===== src/rtl/sbec_pkg.sv =====
// ----------------------------------------------------------------------------
// sbec_pkg
// Shared types, constants and helpers of the symbol bitmap equivalence check.
// ----------------------------------------------------------------------------
package sbec_pkg;

  localparam int GRID    = 9;
  localparam int MAX_DIM = 256;
  localparam int CELLS   = GRID * GRID;
  localparam int DIM_W   = 9;
  localparam int POS_W   = 8;
  localparam int IDX_W   = 7;
  localparam int CNT_W   = 10;
  localparam int TOT_W   = 17;
  localparam int CAUSE_W = 3;
  localparam int CIDX_W  = 8;

  localparam logic [25:0] PI_Q24 = 26'd52707179;

  localparam logic [CIDX_W-1:0] REG_WIDTH  = 8'd0;
  localparam logic [CIDX_W-1:0] REG_HEIGHT = 8'd1;

  localparam logic [CAUSE_W-1:0] CAUSE_NONE  = 3'd0;
  localparam logic [CAUSE_W-1:0] CAUSE_DIFF  = 3'd1;
  localparam logic [CAUSE_W-1:0] CAUSE_HLINE = 3'd2;
  localparam logic [CAUSE_W-1:0] CAUSE_VLINE = 3'd3;
  localparam logic [CAUSE_W-1:0] CAUSE_DIAG  = 3'd4;
  localparam logic [CAUSE_W-1:0] CAUSE_CLUST = 3'd5;

  typedef struct packed {
    logic [CNT_W-1:0] tot;
    logic [CNT_W-1:0] left;
    logic [CNT_W-1:0] top;
  } cell_t;

  typedef struct packed {
    logic             diff;
    logic             last;
    logic [IDX_W-1:0] idx;
    logic             left;
    logic             top;
    logic [TOT_W-1:0] on_total;
    logic [TOT_W-1:0] diff_total;
  } qent_t;

  function automatic logic [DIM_W-1:0] eff_dim(input logic [DIM_W-1:0] v);
    logic [DIM_W-1:0] r;
    if (v == '0) r = 9'd1;
    else if (v > 9'(MAX_DIM)) r = 9'(MAX_DIM);
    else r = v;
    return r;
  endfunction

  // floor(v/9) for v up to 256
  function automatic logic [4:0] div9(input logic [DIM_W-1:0] v);
    logic [14:0] p;
    p = {6'b0, v} * 15'd57;
    return p[13:9];
  endfunction

endpackage


===== src/rtl/sbec_fifo.sv =====
// ----------------------------------------------------------------------------
// sbec_fifo
// Short queue of classified pixel events between front and back.
// ----------------------------------------------------------------------------
module sbec_fifo (
  input  logic           clk,
  input  logic           rst,
  input  logic           flush,
  input  logic           push,
  input  sbec_pkg::qent_t wdata,
  input  logic           pop,
  output sbec_pkg::qent_t rdata,
  output logic           full,
  output logic           empty
);
  import sbec_pkg::*;

  qent_t      mem [0:3];
  logic [1:0] wptr;
  logic [1:0] rptr;
  logic [2:0] count;

  assign full  = (count == 3'd4);
  assign empty = (count == 3'd0);
  assign rdata = mem[rptr];

  always_ff @(posedge clk) begin
    if (push && !full) begin
      mem[wptr] <= wdata;
    end
  end

  always_ff @(posedge clk) begin
    if (rst || flush) begin
      wptr  <= '0;
      rptr  <= '0;
      count <= '0;
    end else begin
      if (push && !full) wptr <= wptr + 2'd1;
      if (pop && !empty) rptr <= rptr + 2'd1;
      count <= count + 3'((push && !full) ? 1 : 0) - 3'((pop && !empty) ? 1 : 0);
    end
  end

endmodule


===== src/rtl/sbec_front.sv =====
// ----------------------------------------------------------------------------
// sbec_front
// Takes pixel pairs, tracks position, cell and half, and queues events.
// ----------------------------------------------------------------------------
module sbec_front (
  input  logic                      clk,
  input  logic                      rst,
  input  logic                      clear,
  input  logic                      accept,
  input  logic                      first_pixel,
  input  logic                      second_pixel,
  input  logic [sbec_pkg::DIM_W-1:0] w_dim,
  input  logic [sbec_pkg::DIM_W-1:0] h_dim,
  output logic                      push,
  output sbec_pkg::qent_t           entry
);
  import sbec_pkg::*;

  typedef struct packed {
    logic [POS_W-1:0] pos;
    logic [3:0]       c;
    logic [4:0]       off;
  } walk_t;

  walk_t            col;
  walk_t            row;
  logic [TOT_W-1:0] on_cnt;
  logic [TOT_W-1:0] diff_cnt;

  function automatic logic [4:0] cell_w(input walk_t s, input logic [DIM_W-1:0] dim);
    logic [4:0] part;
    logic [8:0] rem;
    part = div9(dim);
    rem  = dim - ({1'b0, part, 3'b0} + {4'b0, part});
    return ({5'b0, s.c} < rem) ? part + 5'd1 : part;
  endfunction

  function automatic walk_t walk_adv(input walk_t s, input logic [DIM_W-1:0] dim);
    walk_t n;
    n = s;
    if ({1'b0, s.pos} + 9'd1 == dim) begin
      n = '0;
    end else begin
      n.pos = s.pos + 8'd1;
      if (s.off + 5'd1 == cell_w(s, dim)) begin
        n.off = '0;
        if (s.c != 4'(GRID - 1)) n.c = s.c + 4'd1;
      end else begin
        n.off = s.off + 5'd1;
      end
    end
    return n;
  endfunction

  logic             col_last;
  logic             row_last;
  logic             d;
  logic [TOT_W-1:0] on_next;
  logic [TOT_W-1:0] diff_next;

  always_comb begin
    col_last  = ({1'b0, col.pos} + 9'd1 == w_dim);
    row_last  = ({1'b0, row.pos} + 9'd1 == h_dim);
    d         = first_pixel ^ second_pixel;
    on_next   = on_cnt + TOT_W'(first_pixel);
    diff_next = diff_cnt + TOT_W'(d);
    entry.diff       = d;
    entry.last       = col_last && row_last;
    entry.idx        = {col.c, 3'b0} + {3'b0, col.c} + {3'b0, row.c};
    entry.left       = col.off < (cell_w(col, w_dim) >> 1);
    entry.top        = row.off < (cell_w(row, h_dim) >> 1);
    entry.on_total   = on_next;
    entry.diff_total = diff_next;
    push = accept && (d || (col_last && row_last));
  end

  always_ff @(posedge clk) begin
    if (rst || clear) begin
      col      <= '0;
      row      <= '0;
      on_cnt   <= '0;
      diff_cnt <= '0;
    end else if (accept) begin
      col <= walk_adv(col, w_dim);
      if (col_last) row <= walk_adv(row, h_dim);
      if (col_last && row_last) begin
        on_cnt   <= '0;
        diff_cnt <= '0;
      end else begin
        on_cnt   <= on_next;
        diff_cnt <= diff_next;
      end
    end
  end

endmodule


===== src/rtl/sbec_back.sv =====
// ----------------------------------------------------------------------------
// sbec_back
// Updates the cell count memory and sweeps it for the verdict at image end.
// ----------------------------------------------------------------------------
module sbec_back (
  input  logic                        clk,
  input  logic                        rst,
  input  logic                        clear,
  input  logic [sbec_pkg::DIM_W-1:0]  w_dim,
  input  logic [sbec_pkg::DIM_W-1:0]  h_dim,
  input  sbec_pkg::qent_t             entry,
  input  logic                        empty,
  output logic                        pop,
  output logic                        clearing,
  output logic                        done,
  output logic                        equivalent,
  output logic [sbec_pkg::CAUSE_W-1:0] reject_cause
);
  import sbec_pkg::*;

  localparam logic [2:0] ST_CLEAR  = 3'd0;
  localparam logic [2:0] ST_RUN    = 3'd1;
  localparam logic [2:0] ST_SETUP0 = 3'd2;
  localparam logic [2:0] ST_SETUP1 = 3'd3;
  localparam logic [2:0] ST_SWEEP  = 3'd4;

  localparam logic [IDX_W-1:0] LAST_IDX = IDX_W'(CELLS - 1);

  logic [2:0] state;

  cell_t            mem [0:CELLS-1];
  cell_t            rdata;
  logic [IDX_W-1:0] rd_addr;
  logic             wr_en;
  logic [IDX_W-1:0] wr_addr;
  cell_t            wr_data;

  logic             lw_valid;
  logic [IDX_W-1:0] lw_idx;
  cell_t            lw_data;

  logic             s2_valid;
  logic [IDX_W-1:0] s2_idx;
  logic             s2_left;
  logic             s2_top;
  cell_t            s2_cur;

  logic [IDX_W-1:0] clr_k;

  logic [8:0]  prod_h;
  logic [8:0]  prod_v;
  logic [7:0]  ab;
  logic [8:0]  hth;
  logic [8:0]  vth;
  logic [10:0] cthr;
  logic        fail_diff;

  logic [IDX_W-1:0] rk;
  logic [3:0]       ix;
  logic [3:0]       iy;
  logic             issuing;
  logic             dv;
  logic [IDX_W-1:0] dk;
  logic [3:0]       dcx;
  logic [3:0]       dcy;
  cell_t            sl [1:20];
  logic             fh;
  logic             fv;
  logic             fd;
  logic             fc;

  logic [4:0]  hp;
  logic [4:0]  vp;
  logic [11:0] x9h;
  logic [11:0] x9v;
  logic [24:0] mh;
  logic [24:0] mv;
  logic [34:0] pc;

  logic [11:0] a_t, b_t, c_t, d_t;
  logic [11:0] h1, h2, h3, v1, v2, v3, dg1, dg2, cl;
  logic        w2, w3, hit_h, hit_v, hit_d, hit_c;
  logic        fh_n, fv_n, fd_n, fc_n;

  assign clearing = (state == ST_CLEAR);
  assign pop      = (state == ST_RUN) && !empty && !clear;
  assign issuing  = (state == ST_SWEEP) && (rk <= LAST_IDX);

  always_ff @(posedge clk) begin
    if (wr_en) mem[wr_addr] <= wr_data;
    rdata <= mem[rd_addr];
  end

  always_comb begin
    s2_cur  = (lw_valid && lw_idx == s2_idx) ? lw_data : rdata;
    rd_addr = (state == ST_SWEEP) ? rk : entry.idx;
    wr_en   = 1'b0;
    wr_addr = s2_idx;
    wr_data = '0;
    if (state == ST_CLEAR) begin
      wr_en   = 1'b1;
      wr_addr = clr_k;
    end else if (dv) begin
      wr_en   = 1'b1;
      wr_addr = dk;
    end else if (s2_valid) begin
      wr_en        = 1'b1;
      wr_data.tot  = s2_cur.tot + CNT_W'(1);
      wr_data.left = s2_cur.left + CNT_W'(s2_left);
      wr_data.top  = s2_cur.top + CNT_W'(s2_top);
    end
  end

  always_comb begin
    hp  = div9(w_dim);
    vp  = div9(h_dim);
    x9h = {prod_h, 3'b0} + {3'b0, prod_h};
    x9v = {prod_v, 3'b0} + {3'b0, prod_v};
    mh  = {13'b0, x9h} * 25'd6554;
    mv  = {13'b0, x9v} * 25'd6554;
    pc  = {1'b0, {26'b0, ab} * {8'b0, PI_Q24}} + 35'd16777215;
  end

  always_comb begin
    a_t = 12'(sl[10].tot);
    b_t = 12'(sl[1].tot);
    c_t = 12'(sl[9].tot);
    d_t = 12'(rdata.tot);
    h1  = a_t + c_t;
    h2  = 12'(sl[10].tot - sl[10].left) + 12'(sl[9].tot - sl[9].left)
        + 12'(sl[1].left) + 12'(rdata.left);
    h3  = b_t + d_t;
    v1  = a_t + b_t;
    v2  = 12'(sl[10].tot - sl[10].top) + 12'(sl[1].tot - sl[1].top)
        + 12'(sl[9].top) + 12'(rdata.top);
    v3  = c_t + d_t;
    dg1 = 12'(sl[20].tot) + a_t + d_t;
    dg2 = 12'(sl[18].tot) + a_t + 12'(sl[2].tot);
    cl  = a_t + b_t + c_t + d_t;
    w2  = (dcx != 4'd0) && (dcy != 4'd0);
    w3  = (dcx >= 4'd2) && (dcy >= 4'd2);
    hit_h = w2 && (h1 >= 12'(hth) || h2 >= 12'(hth)
                   || (dcx == 4'(GRID - 1) && h3 >= 12'(hth)));
    hit_v = w2 && (v1 >= 12'(vth) || v2 >= 12'(vth)
                   || (dcy == 4'(GRID - 1) && v3 >= 12'(vth)));
    hit_d = w3 && (dg1 >= 12'(hth) || dg2 >= 12'(hth));
    hit_c = w2 && (cl >= {1'b0, cthr});
    fh_n  = fh || hit_h;
    fv_n  = fv || hit_v;
    fd_n  = fd || hit_d;
    fc_n  = fc || hit_c;
  end

  always_ff @(posedge clk) begin
    if (dv) begin
      sl[1] <= rdata;
      for (int n = 2; n <= 20; n++) sl[n] <= sl[n-1];
    end
    lw_data <= wr_data;
    lw_idx  <= wr_addr;
  end

  always_ff @(posedge clk) begin
    if (rst || clear) begin
      state    <= ST_CLEAR;
      clr_k    <= '0;
      s2_valid <= 1'b0;
      lw_valid <= 1'b0;
      dv       <= 1'b0;
      done     <= 1'b0;
    end else begin
      lw_valid <= wr_en;
      done     <= 1'b0;
      s2_valid <= 1'b0;
      dv       <= issuing;
      dk       <= rk;
      dcx      <= ix;
      dcy      <= iy;
      case (state)
        ST_CLEAR: begin
          clr_k <= clr_k + IDX_W'(1);
          if (clr_k == LAST_IDX) state <= ST_RUN;
        end
        ST_RUN: begin
          if (pop) begin
            s2_valid <= entry.diff;
            s2_idx   <= entry.idx;
            s2_left  <= entry.left;
            s2_top   <= entry.top;
            if (entry.last) begin
              fail_diff <= entry.diff_total > (entry.on_total >> 2);
              state     <= ST_SETUP0;
            end
          end
        end
        ST_SETUP0: begin
          prod_h <= {4'b0, hp} * {5'b0, vp[4:1]};
          prod_v <= {4'b0, vp} * {5'b0, hp[4:1]};
          ab     <= {4'b0, hp[4:1]} * {4'b0, vp[4:1]};
          state  <= ST_SETUP1;
        end
        ST_SETUP1: begin
          hth   <= mh[24:16];
          vth   <= mv[24:16];
          cthr  <= pc[34:24];
          rk    <= '0;
          ix    <= '0;
          iy    <= '0;
          fh    <= 1'b0;
          fv    <= 1'b0;
          fd    <= 1'b0;
          fc    <= 1'b0;
          state <= ST_SWEEP;
        end
        ST_SWEEP: begin
          if (issuing) begin
            rk <= rk + IDX_W'(1);
            if (iy == 4'(GRID - 1)) begin
              iy <= '0;
              ix <= ix + 4'd1;
            end else begin
              iy <= iy + 4'd1;
            end
          end
          if (dv) begin
            fh <= fh_n;
            fv <= fv_n;
            fd <= fd_n;
            fc <= fc_n;
            if (dk == LAST_IDX) begin
              done  <= 1'b1;
              state <= ST_RUN;
              if (fail_diff) reject_cause <= CAUSE_DIFF;
              else if (fh_n) reject_cause <= CAUSE_HLINE;
              else if (fv_n) reject_cause <= CAUSE_VLINE;
              else if (fd_n) reject_cause <= CAUSE_DIAG;
              else if (fc_n) reject_cause <= CAUSE_CLUST;
              else reject_cause <= CAUSE_NONE;
              equivalent <= !(fail_diff || fh_n || fv_n || fd_n || fc_n);
            end
          end
        end
        default: begin
          state <= ST_CLEAR;
          clr_k <= '0;
        end
      endcase
    end
  end

endmodule


===== src/rtl/symbol_bitmap_equivalence_check.sv =====
// ----------------------------------------------------------------------------
// symbol_bitmap_equivalence_check
// Compares two 1-bit symbol bitmaps streamed as pixel pairs in raster order.
// ----------------------------------------------------------------------------
// Usage:
//   Pixel pairs go in on first_pixel/second_pixel, taken on a clock edge with
//   start high and busy low, row 0 first, left to right.
//   image_width (index 0) and image_height (index 1) are written over the
//   cfg channel; cfg_ready is always high. A write to either register drops
//   the image in progress and runs a clear of the cell memory.
//   The front takes one pixel per cycle while busy is low; differing pixels
//   are queued (four items) and applied to the cell memory by the back at
//   one per cycle while in its run state, through a read-modify-write pipe
//   with bypass; busy rises when the queue is full or the memory is cleared.
//   Once the last pixel is taken and any differing pixels queued ahead of it
//   are applied, its event reaches the back, the thresholds are derived in
//   the setup states, one read is issued per cell of the 81-cell memory,
//   clearing each cell as it goes, and the verdict is registered. Pixels of
//   the next image are queued meanwhile.
//   The verdict is on equivalent/reject_cause, marked by done for one cycle;
//   the receiver cannot stall it.
//   After reset the cell memory is cleared with busy high.
// ----------------------------------------------------------------------------
module symbol_bitmap_equivalence_check (
  input  logic                         clk,
  input  logic                         rst,
  input  logic                         start,
  output logic                         busy,
  input  logic                         first_pixel,
  input  logic                         second_pixel,
  input  logic                         cfg_valid,
  output logic                         cfg_ready,
  input  logic [sbec_pkg::CIDX_W-1:0]  cfg_index,
  input  logic [sbec_pkg::DIM_W-1:0]   cfg_data,
  output logic                         done,
  output logic                         equivalent,
  output logic [sbec_pkg::CAUSE_W-1:0] reject_cause
);
  import sbec_pkg::*;

  logic [DIM_W-1:0] image_width;
  logic [DIM_W-1:0] image_height;
  logic [DIM_W-1:0] w_dim;
  logic [DIM_W-1:0] h_dim;
  logic             cfg_clear;
  logic             accept;
  logic             push;
  logic             pop;
  logic             full;
  logic             empty;
  logic             clearing;
  qent_t            f_entry;
  qent_t            q_entry;

  assign cfg_ready = 1'b1;
  assign cfg_clear = cfg_valid && (cfg_index == REG_WIDTH || cfg_index == REG_HEIGHT);
  assign w_dim     = eff_dim(image_width);
  assign h_dim     = eff_dim(image_height);
  assign busy      = full || clearing;
  assign accept    = start && !busy;

  always_ff @(posedge clk) begin
    if (rst) begin
      image_width  <= 9'd16;
      image_height <= 9'd16;
    end else if (cfg_valid) begin
      if (cfg_index == REG_WIDTH) image_width <= cfg_data;
      else if (cfg_index == REG_HEIGHT) image_height <= cfg_data;
    end
  end

  sbec_front u_front (
    .clk          (clk),
    .rst          (rst),
    .clear        (cfg_clear),
    .accept       (accept),
    .first_pixel  (first_pixel),
    .second_pixel (second_pixel),
    .w_dim        (w_dim),
    .h_dim        (h_dim),
    .push         (push),
    .entry        (f_entry)
  );

  sbec_fifo u_fifo (
    .clk   (clk),
    .rst   (rst),
    .flush (cfg_clear),
    .push  (push),
    .wdata (f_entry),
    .pop   (pop),
    .rdata (q_entry),
    .full  (full),
    .empty (empty)
  );

  sbec_back u_back (
    .clk          (clk),
    .rst          (rst),
    .clear        (cfg_clear),
    .w_dim        (w_dim),
    .h_dim        (h_dim),
    .entry        (q_entry),
    .empty        (empty),
    .pop          (pop),
    .clearing     (clearing),
    .done         (done),
    .equivalent   (equivalent),
    .reject_cause (reject_cause)
  );

`ifndef SYNTHESIS
  a_no_overflow: assert property (@(posedge clk) disable iff (rst) push |-> !full)
    else $error("event queue overflow");
  a_done_single: assert property (@(posedge clk) disable iff (rst) done |=> !done)
    else $error("verdict strobe longer than one cycle");
  a_verdict_match: assert property (@(posedge clk) disable iff (rst)
    done |-> (equivalent == (reject_cause == CAUSE_NONE)))
    else $error("verdict and cause disagree");
  a_busy_after_reset: assert property (@(posedge clk) disable iff (rst)
    $fell(rst) |-> busy)
    else $error("accepting before cell memory clear");
`endif

endmodule

===== config.mk =====
export PLATFORM = sky130hd
export DESIGN_NAME = symbol_bitmap_equivalence_check
export DESIGN_NICKNAME = d
export VERILOG_FILES = /design/src/rtl/sbec_pkg.sv /design/src/rtl/sbec_fifo.sv /design/src/rtl/sbec_front.sv /design/src/rtl/sbec_back.sv /design/src/rtl/symbol_bitmap_equivalence_check.sv
export SDC_FILE = /design/constraint.sdc
export NUM_CORES = 2
export LEC_CHECK = 0
export ABC_AREA = 1
export BUFFER_PORTS_ARGS = -buffer_cell sky130_fd_sc_hd__buf_2
export CAP_MARGIN = 5
export CORE_MARGIN = 1.5
export CORE_UTILIZATION = 45
export CTS_BUF_LIST = sky130_fd_sc_hd__clkbuf_8 sky130_fd_sc_hd__clkbuf_16
export DETAILED_ROUTE_END_ITERATION = 10
export PLACE_DENSITY = 0.69
export REMOVE_ABC_BUFFERS = 1
export SKIP_LAST_GASP = 1
export SLEW_MARGIN = 5
export SYNTH_ARGS = -nofsm -noshare
export SYNTH_HDL_FRONTEND = slang
export SYNTH_HIERARCHICAL = 1
export SYNTH_SLANG_ARGS = --single-unit

===== constraint.sdc =====
create_clock -name clk -period 14.2 [get_ports clk]
set_input_delay 2.84 -clock clk [delete_from_list [all_inputs] [get_ports clk]]
set_output_delay 2.84 -clock clk [all_outputs]
set_load 0.005 [all_outputs]

==> impl_metrics.csv <==
group,metric,value,unit
run_status,outcome,"finished, final reports clean",
min_path,hold_start,"u_back/sl[0][68]$_DFFE_PP_",
worst_setup_path,crit_start,"image_width[4]$_SDFFE_PP1P_",
floorplan,dieArea,343000,µm²
clock_network,clk_pin_slew,0.06,ns
worst_setup_path,critical_path.most_common_cell,"nand2_1",
flow_run,drv_cap,0,
sta,hold_violations,0,
worst_setup_path,cp-end-kind,"flop",
routing,drtPass1Iterations,6,
routing,drc,0,
clock_network,cts_setup_buffers,0,
floorplan,fp.dieH,585,µm
synth,netlist_area,153000,µm²
routing,antenna_left,0,
sta,setup_viol,0,
placement,placed_cell_area,158000,µm²
sta,rsz0062_at_grt,"no",
routing,num_vias,99398,
cells_and_area,syn_to_final_growth,10.7,%
worst_setup_path,slowest_stage,"nor2_1",
floorplan,ioPinCount,30,
routing,routed_wl,395000,µm
sta,slew-limit-headroom,13.8,%
pwr,p_per_area,114,nW/µm²
worst_setup_path,crit_arrival,8.37,ns
cells_and_area,num-nets-final,13940,
sta,final.period_utilization,55.0,%
clock_network,htree_num_levels,5,
routing,dr.first_iter.drc_count,11360,
synth,syn-instance-count,12963,
floorplan,core,337000,µm²
worst_setup_path,worstPathRequired,14.76,ns
worst_setup_path,startpoint_type,"flop",
placement,gp_congestion,0.897,
sta,clock.fmax,0.128,GHz
clock_network,cts_tree,"built",
clock_network,cts_inserted_buffers,341,
clock_network,clk_latency,0.95,ns
floorplan,initial_core_util,45.3,%
sta,worst_pin_slew,1.29,ns
sta,slew_violations,0,
placement,hpwl,233000,µm
floorplan,core.rowCount,213,
global_routing,grtUsageTotal,22.7,%
cells_and_area,stdcell_area,169000,µm²
synth,yosys_warnings,6,
cells_and_area,drive_above_1_share,6.94,%
global_routing,grt_first_pass_wirelength,590000,µm
cells_and_area,fin_cells,17724,
routing,vias_per_cell,5.61,
cells_and_area,nFillCells,28793,
sta,hold_ws,0.412,ns
cells_and_area,layout_common_cells,"edfxtp_1, inv_1, o21ai_0",
worst_setup_path,critPathMaxStageDelay,0.81,ns
min_path,hp-class,"reg -> reg",
clock_network,holdBufCountCts,0,
routing,avgRoutedWirePerCell,22.3,µm
worst_setup_path,crit_family,"simple AND/OR/NAND/NOR gates",
global_routing,globalRouteOverflowTotal,0,
global_routing,grt_pass1_vias,94742,
clock_network,cts_buffer_depth,4,
pwr,ir_worst_vdd,0.0968,mV
cells_and_area,final_common_cell,"edfxtp_1",
worst_setup_path,path_buf_inv,6,
pwr,power_leakage,64.8,nW
floorplan,die_x,585,µm
global_routing,grt_max_degree,229,
sta,period_minus_slack,7.81,ns
clock_network,cts.sinks,3281,
clock_network,cts.repair.resized,0,
clock_network,clock-root-buffer,"clkbuf_16",
worst_setup_path,cp_max_fo,8,
global_routing,antenna_found_initial,11,
sta,fin_skew,0.0935,ns
synth,avgSynthCellArea,11.8,µm²
placement,dpl.cell_count,17114,
placement,port_buffers,28,
worst_setup_path,criticalPathCategory,"reg -> reg",
worst_setup_path,r2r_start,"image_width[4]$_SDFFE_PP1P_",
per-layer routing:
layer  GRT usage (%)  up-vias  share of wire (%)
li1                -    45811                  -
met1            31.1    48624                 41
met2            36.2     4257                 46
met3            4.32      704                9.5
met4            7.84        2                3.7
met5               0        -            0.00025
area by class of cell:
cell class | instances | area [µm²] | share of cell area (%)
Antenna cell | 3 | 7.51 | 0.00444
Sequential cell | 3281 | 96800 | 57.3
Multi-Input combinational cell | 7712 | 48800 | 28.9
Timing Repair Buffer | 228 | 1740 | 1.03
Tap cell | 4515 | 5650 | 3.34
Clock inverter | 249 | 1850 | 1.10
Inverter | 1378 | 5220 | 3.09
Clock buffer | 358 | 8880 | 5.26
path summary, 6_finish.rpt:
check / to / slack [ns] / cells after the start
max: u_fifo/mem[0][35]$_DFFE_PP_ / 6.39 / 36
max reg2reg: u_fifo/mem[0][35]$_DFFE_PP_ / 6.39 / 36
min: u_back/sl[0][98]$_DFFE_PP_ / 0.41 / 0
min reg2reg: u_back/sl[0][98]$_DFFE_PP_ / 0.41 / 0
worst reg2reg max path, delay by kind of cell (launching register included):
family,cells,cell delay [ns]
AO/OA/AOI/OAI,5,1.37
adder cells (fa/ha/maj),7,2.49
buffers and inverters,6,0.64
flip-flops,1,0.31
AND/OR/NAND/NOR,18,2.67
state kept, by name (all words and copies together) (netlist names), 9 cells and up, named ones only:
register and flops:
u_back/rdata 20, u_back/sl 400, u_front/on_cnt 17, u_back/prod_v 9, u_back/vth 9, u_back/lw_data 30, image_height 9, u_fifo/mem 172
u_front/col 17, u_front/diff_cnt 17, u_back/prod_h 9, u_back/d_t 10, image_width 9, u_back/mem 2430, u_back/hth 9, u_front/row 17
u_back/cthr 11
metrics by stage:
stage | TNS (ns) | utilization [%] | setup slack, ns | total power [mW]
2_1_floorplan | -331.63 | - | -11.15 | 10.7
4_1_cts | 0 | 50.1 | 6.42 | 19.3
3_3_place_gp | 0 | 46.9 | 6.44 | 10.8
6_report | 0 | 50.1 | 6.39 | 19.2
5_1_grt | 0 | 50.1 | 5.78 | 19.7
3_5_place_dp | 0 | 46.9 | 6.47 | 10.8
power by group:
part	switching, mW	internal, mW	total, mW
registers	0.00766	10.5	10.5
clock network	3.71	4.88	8.59
logic	0.0968	0.0293	0.126
Power figures use the tool's default switching activity.
